**config.mk**
```make
export PLATFORM = sky130hd
export DESIGN_NAME = seam_linear_feather_blend_unit_flat
export DESIGN_NICKNAME = d
export VERILOG_FILES = /design/src/hw/rtl/slfb_pkg.sv /design/src/hw/rtl/slfb_in_if.sv /design/src/hw/rtl/slfb_out_if.sv /design/src/hw/rtl/slfb_front.sv /design/src/hw/rtl/slfb_cell.sv /design/src/hw/rtl/seam_linear_feather_blend_unit.sv /design/src/flat_wrapper.sv
export SDC_FILE = /design/constraint.sdc
export NUM_CORES = 2
export LEC_CHECK = 0
export BUFFER_PORTS_ARGS = -buffer_cell sky130_fd_sc_hd__buf_4
export CAP_MARGIN = 10
export CORE_ASPECT_RATIO = 1.2
export CORE_MARGIN = 4
export CORE_UTILIZATION = 65
export CTS_BUF_LIST = sky130_fd_sc_hd__clkbuf_2
export CTS_CLUSTER_SIZE = 40
export DETAILED_ROUTE_END_ITERATION = 10
export PLACE_DENSITY = 0.92
export RECOVER_POWER = 100
export SETUP_SLACK_MARGIN = 0.05
export SKIP_LAST_GASP = 1
export SLEW_MARGIN = 10
export SYNTH_ARGS = -nofsm -noshare
export SYNTH_HDL_FRONTEND = slang
export SYNTH_HIERARCHICAL = 1
export SYNTH_SLANG_ARGS = --single-unit
```
**constraint.sdc**
```tcl
create_clock -name clk -period 38.3 [get_ports clk]
set_input_delay 3.83 -clock clk [delete_from_list [all_inputs] [get_ports clk]]
set_output_delay 3.83 -clock clk [all_outputs]
set_load 0.02 [all_outputs]
```
**src/hw/rtl/slfb_pkg.sv**
```systemverilog
package slfb_pkg;

    localparam int unsigned COL_W      = 12;
    localparam int unsigned PIX_W      = 8;
    localparam int unsigned NCH        = 3;
    localparam int unsigned START_W    = 12;
    localparam int unsigned WIDTH_W    = 13;
    // p*(W-k) + t*k stays below 255 * 8191
    localparam int unsigned SUM_W      = PIX_W + WIDTH_W;
    localparam int unsigned CFG_IDX_W  = 2;
    localparam int unsigned CFG_DATA_W = WIDTH_W;

    localparam int unsigned MAX_WIDTH  = 4096;
    localparam int unsigned WIDTH_LIM  = (1 << WIDTH_W) - 1;
    localparam logic [WIDTH_W-1:0] END_CAP =
        WIDTH_W'((MAX_WIDTH > WIDTH_LIM) ? WIDTH_LIM : MAX_WIDTH);

    localparam logic [START_W-1:0] START_RESET = '0;
    localparam logic [WIDTH_W-1:0] WIDTH_RESET = WIDTH_W'(4096);

    localparam logic [CFG_IDX_W-1:0] REG_START_COLUMN = CFG_IDX_W'(0);
    localparam logic [CFG_IDX_W-1:0] REG_IMAGE_WIDTH  = CFG_IDX_W'(1);

    typedef struct packed {
        logic [COL_W-1:0]            column;
        logic [NCH-1:0][PIX_W-1:0]   first;
        logic [NCH-1:0][PIX_W-1:0]   second;
    } slfb_pair_t;

    typedef struct packed {
        logic                        valid;
        logic [COL_W-1:0]            column;
        logic [WIDTH_W-1:0]          w;
        logic [NCH-1:0][SUM_W-1:0]   rem;
        logic [NCH-1:0][PIX_W-1:0]   quo;
    } slfb_div_t;

endpackage

```
**src/hw/rtl/slfb_in_if.sv**
```systemverilog
interface slfb_in_if;
    logic                          valid;
    logic                          ready;
    logic [slfb_pkg::COL_W-1:0]    column;
    logic [slfb_pkg::PIX_W-1:0]    first_c0;
    logic [slfb_pkg::PIX_W-1:0]    first_c1;
    logic [slfb_pkg::PIX_W-1:0]    first_c2;
    logic [slfb_pkg::PIX_W-1:0]    second_c0;
    logic [slfb_pkg::PIX_W-1:0]    second_c1;
    logic [slfb_pkg::PIX_W-1:0]    second_c2;

    modport source (
        output valid, column, first_c0, first_c1, first_c2,
               second_c0, second_c1, second_c2,
        input  ready
    );

    modport sink (
        input  valid, column, first_c0, first_c1, first_c2,
               second_c0, second_c1, second_c2,
        output ready
    );
endinterface

```
**src/hw/rtl/slfb_out_if.sv**
```systemverilog
interface slfb_out_if;
    logic                          valid;
    logic                          ready;
    logic [slfb_pkg::COL_W-1:0]    out_column;
    logic [slfb_pkg::PIX_W-1:0]    out_c0;
    logic [slfb_pkg::PIX_W-1:0]    out_c1;
    logic [slfb_pkg::PIX_W-1:0]    out_c2;

    modport source (
        output valid, out_column, out_c0, out_c1, out_c2,
        input  ready
    );

    modport sink (
        input  valid, out_column, out_c0, out_c1, out_c2,
        output ready
    );
endinterface

```
**src/hw/rtl/slfb_front.sv**
```systemverilog
module slfb_front (
    input  logic                            clk,
    input  logic                            rst_n,
    input  logic [slfb_pkg::START_W-1:0]    start_col,
    input  logic [slfb_pkg::WIDTH_W-1:0]    end_col,
    input  logic                            in_valid,
    input  slfb_pkg::slfb_pair_t            in_data,
    output logic                            in_take,
    input  logic                            dn_take,
    output slfb_pkg::slfb_div_t             dn
);
    import slfb_pkg::*;

    logic                        s1_valid_reg;
    logic [COL_W-1:0]            s1_column_reg;
    logic [NCH-1:0][PIX_W-1:0]   s1_first_reg;
    logic [NCH-1:0][PIX_W-1:0]   s1_second_reg;
    logic [WIDTH_W-1:0]          s1_w_reg;
    logic [START_W-1:0]          s1_k_reg;
    logic                        s2_valid_reg;
    slfb_div_t                   s2_reg;
    slfb_div_t                   s2_next;

    logic                        in_range;
    logic                        pass;
    logic                        take1;
    logic                        take2;
    logic [WIDTH_W-1:0]          w_minus_k;

    always_comb
    begin
        in_range = (in_data.column >= start_col) &&
                   ({1'b0, in_data.column} < end_col);
        pass     = (in_data.second == '0);
        take2    = !s2_valid_reg || dn_take;
        take1    = !s1_valid_reg || take2;
        in_take  = take1;
    end

    always_ff @(posedge clk or negedge rst_n)
    begin
        if (!rst_n)
        begin
            s1_valid_reg <= 1'b0;
            s2_valid_reg <= 1'b0;
        end
        else
        begin
            // drop requests outside the overlap
            if (take1)
                s1_valid_reg <= in_valid && in_range;
            if (take2)
                s2_valid_reg <= s1_valid_reg;
        end
    end

    always_ff @(posedge clk)
    begin
        if (take1)
        begin
            s1_column_reg <= in_data.column;
            s1_first_reg  <= in_data.first;
            s1_second_reg <= in_data.second;
            s1_w_reg      <= end_col - {1'b0, start_col};
            // k of zero turns the blend into a pass of the first pixel
            s1_k_reg      <= pass ? '0 : (in_data.column - start_col);
        end
    end

    always_comb
    begin
        w_minus_k      = s1_w_reg - {1'b0, s1_k_reg};
        s2_next        = '0;
        s2_next.valid  = s1_valid_reg;
        s2_next.column = s1_column_reg;
        s2_next.w      = s1_w_reg;
        for (int c = 0; c < NCH; c++)
        begin
            s2_next.rem[c] = SUM_W'(s1_first_reg[c]) * SUM_W'(w_minus_k) +
                             SUM_W'(s1_second_reg[c]) * SUM_W'(s1_k_reg);
        end
    end

    always_ff @(posedge clk)
    begin
        if (take2)
            s2_reg <= s2_next;
    end

    always_comb
    begin
        dn       = s2_reg;
        dn.valid = s2_valid_reg;
    end

endmodule

```
**src/hw/rtl/slfb_cell.sv**
```systemverilog
module slfb_cell #(
    parameter int unsigned BIT = 0
) (
    input  logic                    clk,
    input  logic                    rst_n,
    input  slfb_pkg::slfb_div_t     up,
    output logic                    up_take,
    input  logic                    dn_take,
    output slfb_pkg::slfb_div_t     dn
);
    import slfb_pkg::*;

    logic                 valid_reg;
    slfb_div_t            data_reg;
    slfb_div_t            data_next;
    logic [SUM_W-1:0]     divisor;

    assign up_take = !valid_reg || dn_take;

    // one restoring step: settle quotient bit BIT
    always_comb
    begin
        divisor   = SUM_W'(up.w) << BIT;
        data_next = up;
        for (int c = 0; c < NCH; c++)
        begin
            if (up.rem[c] >= divisor)
            begin
                data_next.rem[c]      = up.rem[c] - divisor;
                data_next.quo[c][BIT] = 1'b1;
            end
        end
    end

    always_ff @(posedge clk or negedge rst_n)
    begin
        if (!rst_n)
            valid_reg <= 1'b0;
        else if (up_take)
            valid_reg <= up.valid;
    end

    always_ff @(posedge clk)
    begin
        if (up_take)
            data_reg <= data_next;
    end

    always_comb
    begin
        dn       = data_reg;
        dn.valid = valid_reg;
    end

endmodule

```
**src/hw/rtl/seam_linear_feather_blend_unit.sv**
```systemverilog
// Seam feather blend: one pixel pair in, at most one blended pixel out.
// pair  : request carrying a column and one 3x8-bit pixel from each image.
// blend : request carrying the column and the blended 3x8-bit pixel.
// wr_en/wr_index/wr_data : register writes (0 start_column, 1 image_width),
//   taken at any edge with wr_en high; other indexes are ignored.
// A pair whose column lies outside [start_column, min(image_width,
// MAX_WIDTH)) is accepted and gives no result.
// After its pair is accepted, a result passes two front stages, eight
// divider cells and one output register before it leaves on blend.
// Throughput: one pair per clock while blend does not stall. The quotient
// is produced by a chain of eight cells, one quotient bit per cell, each
// passing its partial remainder to the next cell whenever the pipe moves.
// When blend stalls, full stages hold; empty stages still advance, so the
// pipe fills up and pair.ready drops only when no stage is free.
// Reset (rst_n low, asynchronous) empties the pipe and sets start_column to
// 0 and image_width to 4096.
module seam_linear_feather_blend_unit (
    input  logic                               clk,
    input  logic                               rst_n,
    slfb_in_if.sink                            pair,
    slfb_out_if.source                         blend,
    input  logic                               wr_en,
    input  logic [slfb_pkg::CFG_IDX_W-1:0]     wr_index,
    input  logic [slfb_pkg::CFG_DATA_W-1:0]    wr_data
);
    import slfb_pkg::*;

    logic [START_W-1:0]   start_reg;
    logic [WIDTH_W-1:0]   width_reg;
    logic [WIDTH_W-1:0]   end_col;

    slfb_pair_t           pair_data;
    slfb_div_t            chain [PIX_W+1];
    logic                 take  [PIX_W+1];
    logic                 front_take;

    logic                 out_valid_reg;
    slfb_div_t            out_reg;
    logic                 take_out;

    always_ff @(posedge clk or negedge rst_n)
    begin
        if (!rst_n)
        begin
            start_reg <= START_RESET;
            width_reg <= WIDTH_RESET;
        end
        else if (wr_en)
        begin
            unique case (wr_index)
                REG_START_COLUMN: start_reg <= wr_data[START_W-1:0];
                REG_IMAGE_WIDTH:  width_reg <= wr_data[WIDTH_W-1:0];
                default: ;
            endcase
        end
    end

    assign end_col = (width_reg > END_CAP) ? END_CAP : width_reg;

    always_comb
    begin
        pair_data.column    = pair.column;
        pair_data.first[0]  = pair.first_c0;
        pair_data.first[1]  = pair.first_c1;
        pair_data.first[2]  = pair.first_c2;
        pair_data.second[0] = pair.second_c0;
        pair_data.second[1] = pair.second_c1;
        pair_data.second[2] = pair.second_c2;
    end

    slfb_front u_front (
        .clk       (clk),
        .rst_n     (rst_n),
        .start_col (start_reg),
        .end_col   (end_col),
        .in_valid  (pair.valid),
        .in_data   (pair_data),
        .in_take   (front_take),
        .dn_take   (take[0]),
        .dn        (chain[0])
    );

    assign pair.ready = front_take;

    for (genvar i = 0; i < PIX_W; i++)
    begin : g_cell
        slfb_cell #(
            .BIT (PIX_W - 1 - i)
        ) u_cell (
            .clk     (clk),
            .rst_n   (rst_n),
            .up      (chain[i]),
            .up_take (take[i]),
            .dn_take (take[i+1]),
            .dn      (chain[i+1])
        );
    end

    assign take_out     = !out_valid_reg || blend.ready;
    assign take[PIX_W]  = take_out;

    always_ff @(posedge clk or negedge rst_n)
    begin
        if (!rst_n)
            out_valid_reg <= 1'b0;
        else if (take_out)
            out_valid_reg <= chain[PIX_W].valid;
    end

    always_ff @(posedge clk)
    begin
        if (take_out)
            out_reg <= chain[PIX_W];
    end

    assign blend.valid      = out_valid_reg;
    assign blend.out_column = out_reg.column;
    assign blend.out_c0     = out_reg.quo[0];
    assign blend.out_c1     = out_reg.quo[1];
    assign blend.out_c2     = out_reg.quo[2];

endmodule

```
**src/flat_wrapper.sv**
```systemverilog
// flat-port wrapper written by rule: the top's interface ports become plain ports
module seam_linear_feather_blend_unit_flat import slfb_pkg::*;
  (clk, rst_n, wr_en, wr_index, wr_data, pair_valid, pair_column, pair_first_c0, pair_first_c1, pair_first_c2, pair_second_c0, pair_second_c1, pair_second_c2, pair_ready, blend_valid, blend_out_column, blend_out_c0, blend_out_c1, blend_out_c2, blend_ready);
  slfb_in_if pair_i ();
  slfb_out_if blend_i ();
  input  logic clk;
  input  logic rst_n;
  input  logic wr_en;
  input  logic [slfb_pkg::CFG_IDX_W-1:0] wr_index;
  input  logic [slfb_pkg::CFG_DATA_W-1:0] wr_data;
  input wire logic [$bits(pair_i.valid)-1:0] pair_valid;
  input wire logic [$bits(pair_i.column)-1:0] pair_column;
  input wire logic [$bits(pair_i.first_c0)-1:0] pair_first_c0;
  input wire logic [$bits(pair_i.first_c1)-1:0] pair_first_c1;
  input wire logic [$bits(pair_i.first_c2)-1:0] pair_first_c2;
  input wire logic [$bits(pair_i.second_c0)-1:0] pair_second_c0;
  input wire logic [$bits(pair_i.second_c1)-1:0] pair_second_c1;
  input wire logic [$bits(pair_i.second_c2)-1:0] pair_second_c2;
  output wire logic [$bits(pair_i.ready)-1:0] pair_ready;
  output wire logic [$bits(blend_i.valid)-1:0] blend_valid;
  output wire logic [$bits(blend_i.out_column)-1:0] blend_out_column;
  output wire logic [$bits(blend_i.out_c0)-1:0] blend_out_c0;
  output wire logic [$bits(blend_i.out_c1)-1:0] blend_out_c1;
  output wire logic [$bits(blend_i.out_c2)-1:0] blend_out_c2;
  input wire logic [$bits(blend_i.ready)-1:0] blend_ready;
  assign pair_i.valid = pair_valid;
  assign pair_i.column = pair_column;
  assign pair_i.first_c0 = pair_first_c0;
  assign pair_i.first_c1 = pair_first_c1;
  assign pair_i.first_c2 = pair_first_c2;
  assign pair_i.second_c0 = pair_second_c0;
  assign pair_i.second_c1 = pair_second_c1;
  assign pair_i.second_c2 = pair_second_c2;
  assign pair_ready = pair_i.ready;
  assign blend_valid = blend_i.valid;
  assign blend_out_column = blend_i.out_column;
  assign blend_out_c0 = blend_i.out_c0;
  assign blend_out_c1 = blend_i.out_c1;
  assign blend_out_c2 = blend_i.out_c2;
  assign blend_i.ready = blend_ready;
  seam_linear_feather_blend_unit u_core (.clk(clk), .rst_n(rst_n), .pair(pair_i), .blend(blend_i), .wr_en(wr_en), .wr_index(wr_index), .wr_data(wr_data));
endmodule
```
# Word level (Yosys, flattened, before mapping)
# Cells that the tools add are included.
dict set report word_totals {
  reg_bits 981
  output_inout_bits 38
}
dict set report op_classes {
  eq_ne 1
  reduce_logical 28
  magnitude_cmp 27
  muxes 22
  n_mul 6
  add_sub_neg 27
}
# cell count
set ops {}
lappend ops {{2-to-1 mux 21 bit} 21}
lappend ops {{adder 21 x 20 -> 21 bit} 3}
lappend ops {{greater-or-equal comparator 21 x 13 -> 1 bit} 3}
lappend ops {{greater-or-equal comparator 21 x 14 -> 1 bit} 3}
lappend ops {{greater-or-equal comparator 21 x 15 -> 1 bit} 3}
lappend ops {{greater-or-equal comparator 21 x 16 -> 1 bit} 3}
lappend ops {{greater-or-equal comparator 21 x 17 -> 1 bit} 3}
lappend ops {{greater-or-equal comparator 21 x 18 -> 1 bit} 3}
lappend ops {{greater-or-equal comparator 21 x 19 -> 1 bit} 3}
lappend ops {{greater-or-equal comparator 21 x 20 -> 1 bit} 3}
lappend ops {{multiplier 8 x 13 -> 21 bit} 3}
lappend ops {{subtractor 21 x 14 -> 21 bit} 3}
lappend ops {{subtractor 21 x 15 -> 21 bit} 3}
lappend ops {{subtractor 21 x 16 -> 21 bit} 3}
lappend ops {{subtractor 21 x 17 -> 21 bit} 3}
lappend ops {{subtractor 21 x 18 -> 21 bit} 3}
lappend ops {{subtractor 21 x 19 -> 21 bit} 3}
lappend ops {{subtractor 21 x 20 -> 21 bit} 3}
lappend ops {{multiplier 8 x 12 -> 20 bit} 3}
lappend ops {{subtractor 13 x 12 -> 13 bit} 2}
lappend ops {{zero test 24 bit} 1}
lappend ops {{> comparator 13 bit, second input constant} 1}
lappend ops {{less-than comparator 12 x 13 -> 1 bit} 1}
lappend ops {{2-to-1 mux 13 bit} 1}
lappend ops {{other kinds (8)} 30}

# Logic depth before layout (Yosys ltp)
dict set report logic_depth {
  word_depth 12
  depth_mapped 29
  ltp_nobuf 28
}

# Cells and area by module
# The synthesis kept the hierarchy.
# module n_inst cells_per_inst seq_area_each_um2 area_per_inst_um2
set by_module_without_submodules {}
lappend by_module_without_submodules {slfb_front 1 2756 5245.0 27378.8}
lappend by_module_without_submodules {{slfb_cell at u_core.g_cell[4].u_cell} 1 516 3388.2 6331.1}
lappend by_module_without_submodules {{slfb_cell at u_core.g_cell[7].u_cell} 1 558 3388.2 6328.6}
lappend by_module_without_submodules {{slfb_cell at u_core.g_cell[6].u_cell} 1 532 3388.2 6219.7}
lappend by_module_without_submodules {{slfb_cell at u_core.g_cell[3].u_cell} 1 529 3388.2 6167.2}
lappend by_module_without_submodules {{slfb_cell at u_core.g_cell[1].u_cell} 1 486 3388.2 6152.2}
lappend by_module_without_submodules {{slfb_cell at u_core.g_cell[5].u_cell} 1 505 3388.2 6095.8}
lappend by_module_without_submodules {{slfb_cell at u_core.g_cell[0].u_cell} 1 462 3388.2 6009.5}
lappend by_module_without_submodules {{slfb_cell at u_core.g_cell[2].u_cell} 1 478 3388.2 5924.4}
lappend by_module_without_submodules {seam_linear_feather_blend_unit 1 107 1732.9 2170.8}

# Worst setup path before layout
# No wires, ideal clock.
dict set report synth_timing {
  path_type {in2out}
  start {in blend_ready}
  end {out pair_ready}
  cell_stages 11
  required_ps 34470
  t_arrival_ps 30342
  setup_slack_ps 4128
  path_cell_list {nand2b_1 nand2b_1 nand2b_1 nand2b_1 nand2b_1 nand2b_1 nand2b_1 nand2b_1 nand2b_1 nor2b_1 nand2_1}
}
# element line_no
set synth_rtl {}
lappend synth_rtl {{start, declared} flat_wrapper.sv:25} ;# input wire logic [$bits(blend_i.ready)-1:0] blend_ready;
lappend synth_rtl {{end, declared} flat_wrapper.sv:19} ;# output wire logic [$bits(pair_i.ready)-1:0] pair_ready;

==> impl_metrics.json <==
{
  "cts_resized": 0,
  "setup-violations-final": 0,
  "cts.sinks": 1065,
  "synthCells": 6562,
  "cp_slowest_cell": "clkbuf_1",
  "cts_setup_buffers": 0,
  "htreeDepth": 4,
  "fin_ws_ps": 15240,
  "wl_mm": 174,
  "tightest_slew_ps": 4010,
  "cp.required_ps": 34470,
  "area_delta_synth_final_pct": 5.20,
  "maxCapViolCount": 26,
  "routabilityCongestion": 0.972,
  "grt_pass1_wl_mm": 274,
  "cts_tree": "done",
  "dp_slack_ps": 24340,
  "fmax_mhz": 43.4,
  "core_sq_um": 114000,
  "start_util_pct": 65.8,
  "fin_nets": 7920,
  "syn_area_sq_um": 74700,
  "hold_path.class": "reg -> reg",
  "startpoint_type": "input port",
  "critPathArrivalTime_ps": 19230,
  "clock_path_buffers": 3,
  "path_max_fanout": 51,
  "syn_area_per_cell_sq_um": 11.4,
  "insertion_delay_ps": 1740,
  "post-place-cells": 8035,
  "fin_crit_sh_pct": 60.2,
  "cp_num_buf_inv": 3,
  "rows": 135,
  "io_pins": 118,
  "max_stage_delay_ps": 1770,
  "hold_buffers": 0,
  "vias": 49800,
  "numPortBuffers": 117,
  "grt_pass1_vias": 52400,
  "end_kind": "primary output",
  "vias_per_cell": 5.87,
  "crit_path_frequent_cell": "nand2b_1",
  "clkSlewWorstSetupHoldPaths_ps": 110,
  "drive_gt1_share_pct": 9.93,
  "drtIter0Drc": 3948,
  "critical_path_class": "in -> out",
  "setup_tns_ps": 0,
  "dp_hpwl_mm": 135,
  "drc": 0,
  "finClkSkew_ps": 177,
  "status": "finished, violations left",
  "cts_root_buf": "clkbuf_2",
  "dr.pass1.iters": 6,
  "layout.cells.non_filler": 8484,
  "fin_crit_ps": 23060,
  "yosys_warnings": 6,
  "die_y_um": 379,
  "grt_max_degree": 76,
  "avgRoutedWirePerCell_um": 20.5,
  "rsz0062_at_grt": "false",
  "grt_usage_pct": 29.1,
  "cts_buffers": 240,
  "violations": "max-capacitance violations, max-slew violations",
  "fp.dieArea_sq_um": 120000,
  "die_w_um": 317,
  "postRouteAntennaNets": 0,
  "antenna_found_initial": 2,
  "crit_chain": "clkbuf_4 -> nand2b_2 -> clkbuf_1 -> nand2b_2 -> nand2b_1 -> nand2b_1 -> nand2b_1 -> nand2b_1 -> nand2b_1 -> nand2b_1 -> nand2b_1 -> nor2b_1 -> nand2_1 -> clkbuf_1",
  "hold_viol": 0,
  "largest_register_ffs": 820,
  "report.final.slew_viol_count": 1218,
  "gr-total-overflow": 0,
  "slew_headroom_pct": -167,
  "path_delay_family": "simple AND/OR/NAND/NOR gates"
}
==> layout by cell type (no fill, tap or decap), drive strengths merged, types with 23 or more instances in the layout <==
master	instances
nand4	47
inv	831
nand2	473
mux2	157
o21ai	245
a31oi	35
edfxtp	1029
clkinv	72
nor2b	99
or2	28
nor2	304
clkbuf	484
o211ai	46
mux2i	25
nor3	86
fa	501
or3	52
xnor2	199
o21bai	28
a21o	85
o21a	60
a21boi	30
nor4	40
conb	24
a211oi	44
o31a	23
nand2b	86
a21oi	376
nand3	92
and3	28
and2	301
ha	569
dfrtp	35
buf	34
o31ai	32
xor2	134
==> final cells by class <==
class / instances / area (sq um)
Multi-Input combinational cell: 4479 / 38600
Fill cell: 8032 / 34900
Sequential cell: 1065 / 31800
Inverter: 824 / 3090
Tap cell: 1507 / 1890
Clock buffer: 358 / 1790
Timing Repair Buffer: 160 / 848
Clock inverter: 85 / 551
Antenna cell: 6 / 15.0
==> per-stage QoR <==
step	instance area (sq um)	utilization [%]	hold WS (ps)
2_1_floorplan	74800	-	400
3_3_place_gp	76900	67.8	400
3_5_place_dp	76900	67.8	405
4_1_cts	79200	69.8	313
5_1_grt	78600	69.2	348
6_report	78600	69.2	339
==> final timing paths <==
check	start	end	slack [ps]	cells after the start
max reg2reg	u_core/blend.valid	u_core/u_front/s1_first_reg[9]	20050	13
max	blend_ready	pair_ready	15240	14
min	u_core/g_cell[1].u_cell/dn[111]	u_core/g_cell[2].u_cell/dn[111]	340	0
min in group asynchronous	rst_n	u_core/g_cell[4].u_cell/valid_reg	2700	1
min reg2reg	u_core/g_cell[1].u_cell/dn[111]	u_core/g_cell[2].u_cell/dn[111]	340	0
max in group asynchronous	rst_n	u_core/u_front/s1_valid_reg	34280	1
==> per-layer routing <==
layer	up-vias	share of wire, %	GRT usage [%]
met5	-	0	0
met4	0	8.5	21.9
met3	651	5.3	4.81
met2	1901	52	52.8
met1	23900	34	30.3
li1	23400	-	-
Power is not shown: default switching activity piles up to over one toggle a cycle in this logic, so the estimate is an artifact.
